===== config.mk =====
export PLATFORM = sky130hd
export DESIGN_NAME = ir_pulse_distance_transmitter
export DESIGN_NICKNAME = d
export VERILOG_FILES = /design/src/rtl/irpd_pkg.sv /design/src/rtl/irpd_seq.sv /design/src/rtl/ir_pulse_distance_transmitter.sv
export SDC_FILE = /design/constraint.sdc
export NUM_CORES = 1
export LEC_CHECK = 0
export ABC_AREA = 1
export ABC_CLOCK_PERIOD_IN_PS = 2000
export BUFFER_PORTS_ARGS = -buffer_cell sky130_fd_sc_hd__buf_4
export CORE_AREA = 2 2 118 120
export CTS_CLUSTER_DIAMETER = 80
export DETAILED_ROUTE_END_ITERATION = 8
export DIE_AREA = 0 0 120 122
export PLACE_DENSITY = 0.81
export SYNTH_ARGS = -nofsm -noshare
export SYNTH_HDL_FRONTEND = slang
export SYNTH_SLANG_ARGS = --single-unit

===== constraint.sdc =====
create_clock -name aclk -period 2 [get_ports aclk]
set_input_delay 0.1 -clock aclk [delete_from_list [all_inputs] [get_ports aclk]]
set_output_delay 0.1 -clock aclk [all_outputs]
set_load 0.1 [all_outputs]

===== src/rtl/irpd_pkg.sv =====
// Shared types, constants and helpers for the IR pulse-distance transmitter.
// No dependencies; used by irpd_seq and ir_pulse_distance_transmitter.
`timescale 1ns / 1ps

package irpd_pkg;

    // Configuration register indexes.
    localparam logic [2:0] REG_START_BURST = 3'd0;
    localparam logic [2:0] REG_START_SPACE = 3'd1;
    localparam logic [2:0] REG_MARK        = 3'd2;
    localparam logic [2:0] REG_ZERO_SPACE  = 3'd3;
    localparam logic [2:0] REG_ONE_SPACE   = 3'd4;
    localparam logic [2:0] REG_STOP_BURST  = 3'd5;
    localparam logic [2:0] REG_DATA_BITS   = 3'd6;

    // Frame phase codes.
    localparam logic [2:0] PH_IDLE        = 3'd0;
    localparam logic [2:0] PH_START_SPACE = 3'd1;
    localparam logic [2:0] PH_MARK        = 3'd2;
    localparam logic [2:0] PH_BIT_SPACE   = 3'd3;
    localparam logic [2:0] PH_STOP        = 3'd4;
    localparam logic [2:0] PH_GAP         = 3'd5;

    // Request codes on the input channel.
    localparam logic REQ_START = 1'b0;
    localparam logic REQ_TICK  = 1'b1;

    localparam int          US_W       = 16;
    localparam int          COUNT_W    = 18;
    localparam int          BITS_W     = 6;
    localparam int          CODE_W     = 32;
    localparam logic [17:0] GAP_COUNTS = 18'd60000;

    // Reset values of the configuration registers.
    localparam logic [15:0] RST_START_BURST = 16'd9000;
    localparam logic [15:0] RST_START_SPACE = 16'd4500;
    localparam logic [15:0] RST_MARK        = 16'd560;
    localparam logic [15:0] RST_ZERO_SPACE  = 16'd560;
    localparam logic [15:0] RST_ONE_SPACE   = 16'd1690;
    localparam logic [15:0] RST_STOP_BURST  = 16'd560;
    localparam logic [5:0]  RST_DATA_BITS   = 6'd32;

    typedef struct packed {
        logic [US_W-1:0]   start_burst_us;
        logic [US_W-1:0]   start_space_us;
        logic [US_W-1:0]   mark_us;
        logic [US_W-1:0]   zero_space_us;
        logic [US_W-1:0]   one_space_us;
        logic [US_W-1:0]   stop_burst_us;
        logic [BITS_W-1:0] data_bits;
    } cfg_t;

    typedef struct packed {
        logic               valid;
        logic               carrier_on;
        logic [COUNT_W-1:0] duration_counts;
        logic               frame_done;
    } seg_t;

    // Four timer counts per microsecond.
    function automatic logic [COUNT_W-1:0] us_to_counts(input logic [US_W-1:0] us);
        us_to_counts = {us, 2'b00};
    endfunction

endpackage


===== src/rtl/irpd_seq.sv =====
// Frame sequencer: phase, pending flag, code shifter and bit counter.
// Produces the segment, if any, for each accepted beat. Depends on irpd_pkg.
`timescale 1ns / 1ps

module irpd_seq (
    input  logic                        aclk,
    input  logic                        aresetn,
    input  logic                        step,
    input  logic                        req_type,
    input  logic [irpd_pkg::CODE_W-1:0] code_word,
    input  irpd_pkg::cfg_t              cfg,
    output irpd_pkg::seg_t              seg
);

    logic [2:0]                  phase_reg, phase_next;
    logic                        pending_reg, pending_next;
    logic [irpd_pkg::CODE_W-1:0] code_reg, code_next;
    logic [irpd_pkg::BITS_W-1:0] bits_reg, bits_next;
    logic [irpd_pkg::BITS_W-1:0] bits_inc;

    assign bits_inc = bits_reg + irpd_pkg::BITS_W'(1);

    // Segment selection and next state for one beat.
    always_comb begin
        phase_next          = phase_reg;
        pending_next        = pending_reg;
        code_next           = code_reg;
        bits_next           = bits_reg;
        seg.valid           = 1'b0;
        seg.carrier_on      = 1'b0;
        seg.duration_counts = '0;
        seg.frame_done      = 1'b0;
        if (req_type == irpd_pkg::REQ_START) begin
            // A start request is only taken between frames.
            if (phase_reg == irpd_pkg::PH_IDLE) begin
                code_next    = code_word;
                pending_next = 1'b1;
                bits_next    = '0;
            end
        end else begin
            case (phase_reg)
                irpd_pkg::PH_START_SPACE: begin
                    seg.valid           = 1'b1;
                    seg.duration_counts = irpd_pkg::us_to_counts(cfg.start_space_us);
                    phase_next          = irpd_pkg::PH_MARK;
                end
                irpd_pkg::PH_MARK: begin
                    seg.valid           = 1'b1;
                    seg.carrier_on      = 1'b1;
                    seg.duration_counts = irpd_pkg::us_to_counts(cfg.mark_us);
                    phase_next          = irpd_pkg::PH_BIT_SPACE;
                end
                irpd_pkg::PH_BIT_SPACE: begin
                    seg.valid           = 1'b1;
                    seg.duration_counts = irpd_pkg::us_to_counts(
                        code_reg[irpd_pkg::CODE_W-1] ? cfg.one_space_us : cfg.zero_space_us);
                    code_next           = {code_reg[irpd_pkg::CODE_W-2:0], 1'b0};
                    bits_next           = bits_inc;
                    // Stop once the count reaches the limit; a wrapped count also stops.
                    if (bits_inc >= cfg.data_bits || bits_inc == '0) begin
                        phase_next = irpd_pkg::PH_STOP;
                    end else begin
                        phase_next = irpd_pkg::PH_MARK;
                    end
                end
                irpd_pkg::PH_STOP: begin
                    seg.valid           = 1'b1;
                    seg.carrier_on      = 1'b1;
                    seg.duration_counts = irpd_pkg::us_to_counts(cfg.stop_burst_us);
                    phase_next          = irpd_pkg::PH_GAP;
                end
                irpd_pkg::PH_GAP: begin
                    seg.valid           = 1'b1;
                    seg.duration_counts = irpd_pkg::GAP_COUNTS;
                    seg.frame_done      = 1'b1;
                    phase_next          = irpd_pkg::PH_IDLE;
                    pending_next        = 1'b0;
                    bits_next           = '0;
                end
                default: begin
                    // Idle: a tick opens the frame only if a request is pending.
                    if (pending_reg) begin
                        seg.valid           = 1'b1;
                        seg.carrier_on      = 1'b1;
                        seg.duration_counts = irpd_pkg::us_to_counts(cfg.start_burst_us);
                        phase_next          = irpd_pkg::PH_START_SPACE;
                    end else begin
                        phase_next = irpd_pkg::PH_IDLE;
                    end
                end
            endcase
        end
    end

    // State registers advance on each accepted beat.
    always_ff @(posedge aclk) begin
        if (!aresetn) begin
            phase_reg   <= irpd_pkg::PH_IDLE;
            pending_reg <= 1'b0;
            code_reg    <= '0;
            bits_reg    <= '0;
        end else if (step) begin
            phase_reg   <= phase_next;
            pending_reg <= pending_next;
            code_reg    <= code_next;
            bits_reg    <= bits_next;
        end
    end

endmodule


===== src/rtl/ir_pulse_distance_transmitter.sv =====
// IR pulse-distance transmitter: the segment of an accepted tick beat is registered
// and shown on m_ the next cycle; throughput is one beat per cycle while s_ready is high.
// Input and output are parted by the result register, which is refilled in the
// same cycle it is taken, so s_ready drops only while a result waits unaccepted.
// Synchronous active-low reset clears the sequencer, the result valid flag and
// loads the default configuration registers. Depends on irpd_pkg and irpd_seq.
`timescale 1ns / 1ps

module ir_pulse_distance_transmitter (
    input  logic                           aclk,
    input  logic                           aresetn,
    input  logic                           cfg_we,
    input  logic [2:0]                     cfg_index,
    input  logic [irpd_pkg::US_W-1:0]      cfg_wdata,
    input  logic                           s_valid,
    output logic                           s_ready,
    input  logic                           s_req_type,
    input  logic [irpd_pkg::CODE_W-1:0]    s_code_word,
    output logic                           m_valid,
    input  logic                           m_ready,
    output logic                           m_carrier_on,
    output logic [irpd_pkg::COUNT_W-1:0]   m_duration_counts,
    output logic                           m_frame_done
);

    irpd_pkg::cfg_t cfg_reg;
    irpd_pkg::seg_t seg;
    logic           step;
    logic           m_valid_reg, m_valid_next;
    logic           carrier_reg;
    logic [irpd_pkg::COUNT_W-1:0] duration_reg;
    logic           done_reg;

    // Configuration registers.
    always_ff @(posedge aclk) begin
        if (!aresetn) begin
            cfg_reg.start_burst_us <= irpd_pkg::RST_START_BURST;
            cfg_reg.start_space_us <= irpd_pkg::RST_START_SPACE;
            cfg_reg.mark_us        <= irpd_pkg::RST_MARK;
            cfg_reg.zero_space_us  <= irpd_pkg::RST_ZERO_SPACE;
            cfg_reg.one_space_us   <= irpd_pkg::RST_ONE_SPACE;
            cfg_reg.stop_burst_us  <= irpd_pkg::RST_STOP_BURST;
            cfg_reg.data_bits      <= irpd_pkg::RST_DATA_BITS;
        end else if (cfg_we) begin
            case (cfg_index)
                irpd_pkg::REG_START_BURST: cfg_reg.start_burst_us <= cfg_wdata;
                irpd_pkg::REG_START_SPACE: cfg_reg.start_space_us <= cfg_wdata;
                irpd_pkg::REG_MARK:        cfg_reg.mark_us        <= cfg_wdata;
                irpd_pkg::REG_ZERO_SPACE:  cfg_reg.zero_space_us  <= cfg_wdata;
                irpd_pkg::REG_ONE_SPACE:   cfg_reg.one_space_us   <= cfg_wdata;
                irpd_pkg::REG_STOP_BURST:  cfg_reg.stop_burst_us  <= cfg_wdata;
                irpd_pkg::REG_DATA_BITS:
                    cfg_reg.data_bits <= cfg_wdata[irpd_pkg::BITS_W-1:0];
                default: begin
                end
            endcase
        end
    end

    // Accept a new beat whenever the result register is free or being drained.
    assign s_ready = !m_valid_reg || m_ready;
    assign step    = s_valid && s_ready;

    irpd_seq u_seq (
        .aclk      (aclk),
        .aresetn   (aresetn),
        .step      (step),
        .req_type  (s_req_type),
        .code_word (s_code_word),
        .cfg       (cfg_reg),
        .seg       (seg)
    );

    // Result register valid flag.
    always_comb begin
        m_valid_next = m_valid_reg;
        if (step && seg.valid) begin
            m_valid_next = 1'b1;
        end else if (m_ready) begin
            m_valid_next = 1'b0;
        end
    end

    always_ff @(posedge aclk) begin
        if (!aresetn) begin
            m_valid_reg <= 1'b0;
        end else begin
            m_valid_reg <= m_valid_next;
        end
    end

    // Result payload, loaded with each produced segment.
    always_ff @(posedge aclk) begin
        if (step && seg.valid) begin
            carrier_reg  <= seg.carrier_on;
            duration_reg <= seg.duration_counts;
            done_reg     <= seg.frame_done;
        end
    end

    assign m_valid           = m_valid_reg;
    assign m_carrier_on      = carrier_reg;
    assign m_duration_counts = duration_reg;
    assign m_frame_done      = done_reg;

endmodule

==> results of run 1 <==
==> per-stage QoR <==
step / worst slack [ps] / instance area, um^2
final: 172.7 / 8887
after global routing: -50.74 / 8887
after CTS: 60.91 / 8833
after detailed placement: 66.95 / 7771
after global placement: 130.7 / 7771
after floorplan: 117.1 / 6978
==> final cells by class <==
| class | count | share of cell area [%] |
|---|---|---|
| Tap cell | 180 | 2.534 |
| Multi-Input combinational cell | 625 | 33.84 |
| Inverter | 76 | 3.210 |
| Clock buffer | 24 | 5.420 |
| Clock inverter | 8 | 1.126 |
| Timing Repair Buffer | 152 | 15.04 |
| Sequential cell | 163 | 38.83 |
==> worst register-to-register path: cells and delay by family, from the launching register on <==
| family | cells | cell delay, ps |
|---|---|---|
| flip-flops | 1 | 360 |
| adder cells (fa/ha/maj) | 1 | 310 |
| AO/OA/AOI/OAI | 3 | 270 |
| buffers and inverters | 1 | 60 |
| AND/OR/NAND/NOR | 9 | 720 |
==> layer usage <==
metal	part of all wire, %	track usage [%]	wire length (um)	up-vias
met5	0	0	0	-
met4	1.1	8.309	189	0
met3	8.4	5.665	1491	19
met2	44	36.54	7832	269
met1	46	36.33	8149	2958
li1	-	-	-	3300
==> what timing repair did <==
| action | CTS | global route |
|---|---|---|
| setup buffers | 0 | 4 |
| resized for setup | 0 | 7 |
| endpoints found under the hold margin | 97 | 0 |
| setup endpoints to repair | 0 | 13 |
| hold buffers | 48 | 0 |
==> Yosys cell counts, types with 3 or more instances <==
library cell               number  area (um^2)
sky130_fd_sc_hd__a21oi_1       52        260.3
sky130_fd_sc_hd__a221oi_1       9        78.83
sky130_fd_sc_hd__a31oi_1       41        256.5
sky130_fd_sc_hd__buf_2         10        50.05
sky130_fd_sc_hd__buf_4          4        30.03
sky130_fd_sc_hd__clkbuf_1      41        153.9
sky130_fd_sc_hd__dfxtp_1      145         2903
sky130_fd_sc_hd__edfxtp_1      18        540.5
sky130_fd_sc_hd__ha_1           7        87.58
sky130_fd_sc_hd__inv_1         73        274.0
sky130_fd_sc_hd__inv_2          3        11.26
sky130_fd_sc_hd__nand2_1      181        679.4
sky130_fd_sc_hd__nand3_1       39        195.2
sky130_fd_sc_hd__nand4_1        3        18.77
sky130_fd_sc_hd__nor2_1       129        484.2
sky130_fd_sc_hd__nor2_2         3        18.77
sky130_fd_sc_hd__nor2_4         3        33.78
sky130_fd_sc_hd__o2111a_1       4        45.04
sky130_fd_sc_hd__o211ai_1      11        82.58
sky130_fd_sc_hd__o21ai_0      124        620.6
sky130_fd_sc_hd__o21ai_1        7        35.03
==> final timing paths <==
check	start	end	depth (start not counted)
worst max-delay path	u_seq.bits_reg[1]	u_seq.phase_reg[2]	14
worst min-delay path	cfg_wdata[0]	cfg_reg[70]	3
worst max register to register	u_seq.bits_reg[1]	u_seq.phase_reg[2]	14
worst min register to register	cfg_reg[44]	cfg_reg[44]	2
==> report_power, final <==
group | leakage [nW] | internal [W] | switching (W)
combinational | 2.06 | 0.000330 | 0.000542
sequential | 1.35 | 0.00345 | 0.0000692
clock | 0.285 | 0.00194 | 0.00127
==> cells by family (layout without fill, tap and decap cells) <==
group	after synthesis	count (layout)	synth area share [%]
AO/OA/AOI/OAI	254	254	20.63
adder cells (fa/ha/maj)	7	7	1.259
buffers and inverters	132	260	7.625
flip-flops	163	163	49.49
other	1	2	0.05390
AND/OR/NAND/NOR	362	362	20.95
==> impl_metrics.toml, run 1 <==
[worst_hold_path]
hold_path_class = "in2reg"

[placed_design]
dpl.hpwl_mm = 11.14
place_inst = 1144
place_congestion = 0.8919
port_buffers = 76

[detailed_routing]
routed_wirelength_mm = 17.66
route.detailed.vias_per_inst = 5.331
drc_errors = 0
routed-via-count = 6546
drt-pass1-iter-count = 5
ant_nets = 0
drt-initial-drc-count = 694
drt-wirelength-per-cell_um = 14.38

[cells_and_area]
largest_register_ffs = 102
commonest_cells_after_routing_fill_and_taps_aside = "sky130_fd_sc_hd__nand2_1 (181), sky130_fd_sc_hd__dfxtp_1 (141), sky130_fd_sc_hd__nor2_1 (128)"
syn2layout_area_growth_pct = 27.73
fillerInstances = 1094
final_core_utilization_pct = 65.81
insertedDiodeCount = 0
multi_input_comb_area_um2 = 3008
mostFrequentLayoutCell = "sky130_fd_sc_hd__nand2_1"
regArea_um2 = 3451
share_of_cells_above_drive_strength_1_pct = 14.50
final-instance-count-excl-fill = 1228
nNetsFinal = 1099

[power]
total_power_w = 0.007596
worst_ir_drop_vdd_uv = 539.2
power_density_nw_per_um2 = 854.7
leakage_nw = 3.702

[worst_setup_path]
critPathCaptureType = "register"
critical_path_peak_fanout = 5
worstPathRequired_ps = 2300
cpPeakStageDelay_ps = 360
crit_path_start_kind = "register"
critical-path-slowest-cell = "sky130_fd_sc_hd__dfxtp_2"
critPathMostFrequentCell = "sky130_fd_sc_hd__nand2_1"
worst_path_dominant_cell_family = "simple AND/OR/NAND/NOR gates"
critical_path_arrival_ps = 2130
cell_by_cell_listing_of_the_critical_path = "nand2_1, nor2_2, nand3_1, nand2_1, inv_1, ha_1, a21oi_1, o21ai_1, nor2_1, nand2_1, nand2_1, nand2_1, nand2_1, a21oi_1"
path_buf_inv = 1
r2r_setup_slack_ps = 170
crit_type = "reg2reg"

[synthesis]
ys_warn_count = 0
number_of_enable_type_register_cells_in_the_synthesized_netlist = 18
synthesis.instances = 919
synth-seq-cells = 163
dominant_register_cell_in_the_synthesized_netlist = "sky130_fd_sc_hd__dfxtp_1"
synth.avg_cell_area_um2 = 7.571
ys_async_sr_fraction_pct = 0
mappedNetlistArea_um2 = 6958
synth.yosys.seq_area_share_pct = 49.49
library_cells_used_by_synthesis = 30

[timing]
max_clock_freq_mhz = 547.3
final_max_slew_viol_count = 0
setup_viol_count_final = 0
rsz0062_at_grt = "yes"
fin_worst_skew_ps = 7.698
worst_slew_pin_slew_ps = 722.8
finalSetupTns_ps = 0
timing.final.crit_share_pct = 91.37
hold_slack_ps = 21.78
max-slew-margin-rel_pct = 51.76
timing.final.crit_period_ps = 1827
hold_viol_final = 0

[clock_tree]
htree_levels = 4
tritoncts = "done"
cts_made_buffers = 17
clkSinkCount = 163
worstSkewPairLatency_ps = 430
cts_root_buffer = "sky130_fd_sc_hd__clkbuf_16"
clock_transition_time_at_the_flip_flop_clock_pins_of_the_worst_setup_and_hold_paths_ps = 60
cts.path.max_buffers = 2

[global_route]
number_of_global_route_vias_before_repair = 5884
wire_length_of_the_first_global_routing_pass_mm = 29.23
grt_start_max_net_pins = 64
grt.total_usage_pct = 24.97
antenna_found_initial = 0
grt.overflow.total = 0

[floorplanning]
die_w_um = 120
initial_utilization_pct = 51.52
boundaryPins = 79
die_area_um2 = 14640
floorplan.core_area_um2 = 13500
fp.dieH_um = 122
floorplan.rows = 43

[status]
outcome = "complete, no violations"

[run]
cap_violations = 0
No activity file was read; power rests on OpenSTA's default activity.
==> run 2: changes to the inputs <==
- PLACE_DENSITY: 0.81 -> unset
- PLACE_DENSITY_LB_ADDON: unset -> 0.05
==> run 2 against run 1 <==
Net effect:
- core utilization is 0.27 points lower
- global-route usage increased by 1.8 points
- routed wire length up 5.7%
- sequential power about the same
- register-to-register slack got worse by 30 ps
- critical path depth decreased by 2
- non-clock buffer count is 5 lower
- cell area fell by 0.41%
- critical endpoint is now u_seq.phase_reg[1]
==> impl_metrics.toml, run 2 (same netlist as run 1, synthesis figures left out) <==
[status]
outcome = "complete, no violations"

[detailed_routing]
drc_errors = 0
routed_wirelength_mm = 18.66
drt-initial-drc-count = 527
drt-pass1-iter-count = 5
routed-via-count = 6608
drt-wirelength-per-cell_um = 15.26
route.detailed.vias_per_inst = 5.403
ant_nets = 0

[placed_design]
dpl_cell_area_um2 = 7771
place_congestion = 0.8504
port_buffers = 76
dpl.hpwl_mm = 12.44
worst_case_setup_slack_after_placement_ps = 41.49

[floorplanning]
fp.dieH_um = 122
floorplan.rows = 43
boundaryPins = 79
die_w_um = 120
die_area_um2 = 14640
initial_utilization_pct = 51.52
floorplan.core_area_um2 = 13500

[cells_and_area]
commonest_cells_after_routing_fill_and_taps_aside = "sky130_fd_sc_hd__nand2_1 (181), sky130_fd_sc_hd__dfxtp_1 (141), sky130_fd_sc_hd__nor2_1 (128)"
largest_register_ffs = 102
insertedDiodeCount = 0
mostFrequentLayoutCell = "sky130_fd_sc_hd__nand2_1"
regArea_um2 = 3453
syn2layout_area_growth_pct = 27.21
final_design_area_no_fill_um2 = 8851
share_of_cells_above_drive_strength_1_pct = 14.77
nNetsFinal = 1094
fillerInstances = 1178
multi_input_comb_area_um2 = 3038

[worst_setup_path]
crit_type = "reg2reg"
critical_path_arrival_ps = 2210
critPathCaptureType = "register"
crit_path_start_kind = "register"
critical_path_peak_fanout = 8
worstPathRequired_ps = 2350

[clock_tree]
cts_root_buffer = "sky130_fd_sc_hd__clkbuf_16"
tritoncts = "done"
worstSkewPairLatency_ps = 430
clock_transition_time_at_the_flip_flop_clock_pins_of_the_worst_setup_and_hold_paths_ps = 60
cts_made_buffers = 17
htree_levels = 4
cts.path.max_buffers = 2
clkSinkCount = 163
buffer_count_from_post_cts_setup_fixing = 0

[timing]
final_max_slew_viol_count = 0
finalSetupTns_ps = 0
hold_viol_final = 0
timing.final.crit_period_ps = 1854
setup_viol_count_final = 0
fin_worst_skew_ps = 7.569
max_clock_freq_mhz = 539.5
hold_slack_ps = 9.995
timing.final.ws_setup_ps = 146.5
max-slew-margin-rel_pct = 53.68
timing.final.crit_share_pct = 92.68
worst_slew_pin_slew_ps = 694.1

[run]
cap_violations = 0

[power]
power_density_nw_per_um2 = 840.5
leakage_nw = 3.664
worst_ir_drop_vdd_uv = 477.0

[global_route]
wire_length_of_the_first_global_routing_pass_mm = 30.46
number_of_global_route_vias_before_repair = 6300
grt.total_usage_pct = 26.75
antenna_found_initial = 0
grt.overflow.total = 0
grt_start_max_net_pins = 64

[worst_hold_path]
hold_path_class = "in2reg"
-- run 2: cell count changes in the layout (fill, tap and decap cells not counted), moves of 2 or more --
cell	previous run	this run
sky130_fd_sc_hd__buf_4	98	94
sky130_fd_sc_hd__a21oi_1	52	50
sky130_fd_sc_hd__clkbuf_1	4	2
sky130_fd_sc_hd__bufinv_16	2	0
sky130_fd_sc_hd__a21oi_2	0	2
sky130_fd_sc_hd__inv_6	2	0
sky130_fd_sc_hd__ha_4	0	2
sky130_fd_sc_hd__clkinv_2	3	5
-- run 2: report_power, final --
part           switching (W)  total [W]  internal (W)
clock network        0.00126    0.00305       0.00178
registers          0.0000680    0.00352       0.00345
logic               0.000552   0.000875      0.000324
total                0.00188    0.00744       0.00556
-- run 2: worst paths after layout --
kind / end / from / cells past startpoint / slack (ps)
max: u_seq.phase_reg[1] / u_seq.bits_reg[0] / 12 / 150
min: cfg_reg[22] / cfg_wdata[0] / 3 / 10
max reg2reg: u_seq.phase_reg[1] / u_seq.bits_reg[0] / 12 / 150
min reg2reg: cfg_reg[44] / cfg_reg[44] / 2 / 450
-- run 2: through the flow --
stage | total power, W | util [%] | std cells
after floorplan | 0.004086 | - | 920
after global placement | 0.004358 | 57.55 | 1144
after detailed placement | 0.004378 | 57.55 | 1144
after CTS | 0.007472 | 65.19 | 1223
after global routing | 0.007725 | 65.54 | 1223
final | 0.007439 | 65.54 | 1223
-- run 2: timing repair --
action | in CTS | in global routing
hold buffers | 47 | 0
endpoints found under the setup margin | 0 | 2
hold endpoints to repair | 89 | 0
resized for setup | 0 | 14
-- run 2: layer usage --
layer / track usage (%) / up-vias / routed length [um]
met1: 30.36 / 3050 / 7368
met2: 46.70 / 206 / 9421
met5: 0 / - / 0
met3: 4.541 / 68 / 880
li1: - / 3284 / -
met4: 17.06 / 0 / 993
-- run 2: area by class of cell --
cell class | count | share of cell area [%]
Clock inverter | 8 | 0.5513
Timing Repair Buffer | 147 | 14.55
Clock buffer | 24 | 5.796
Inverter | 76 | 3.223
Multi-Input combinational cell | 625 | 34.32
Tap cell | 180 | 2.545
Sequential cell | 163 | 39.02
-- run 2: critical path, stage by stage (launching register included) --
cell	delay, ps
sky130_fd_sc_hd__dfxtp_4	400
sky130_fd_sc_hd__ha_4	160
sky130_fd_sc_hd__nand3_1	90
sky130_fd_sc_hd__nand2_1	90
sky130_fd_sc_hd__nand2_1	80
sky130_fd_sc_hd__ha_1	290
sky130_fd_sc_hd__nand4_1	80
sky130_fd_sc_hd__a21oi_1	50
sky130_fd_sc_hd__nor2_1	170
sky130_fd_sc_hd__nand3_1	100
sky130_fd_sc_hd__nand2_1	80
sky130_fd_sc_hd__nand2_1	50
sky130_fd_sc_hd__a21oi_1	140
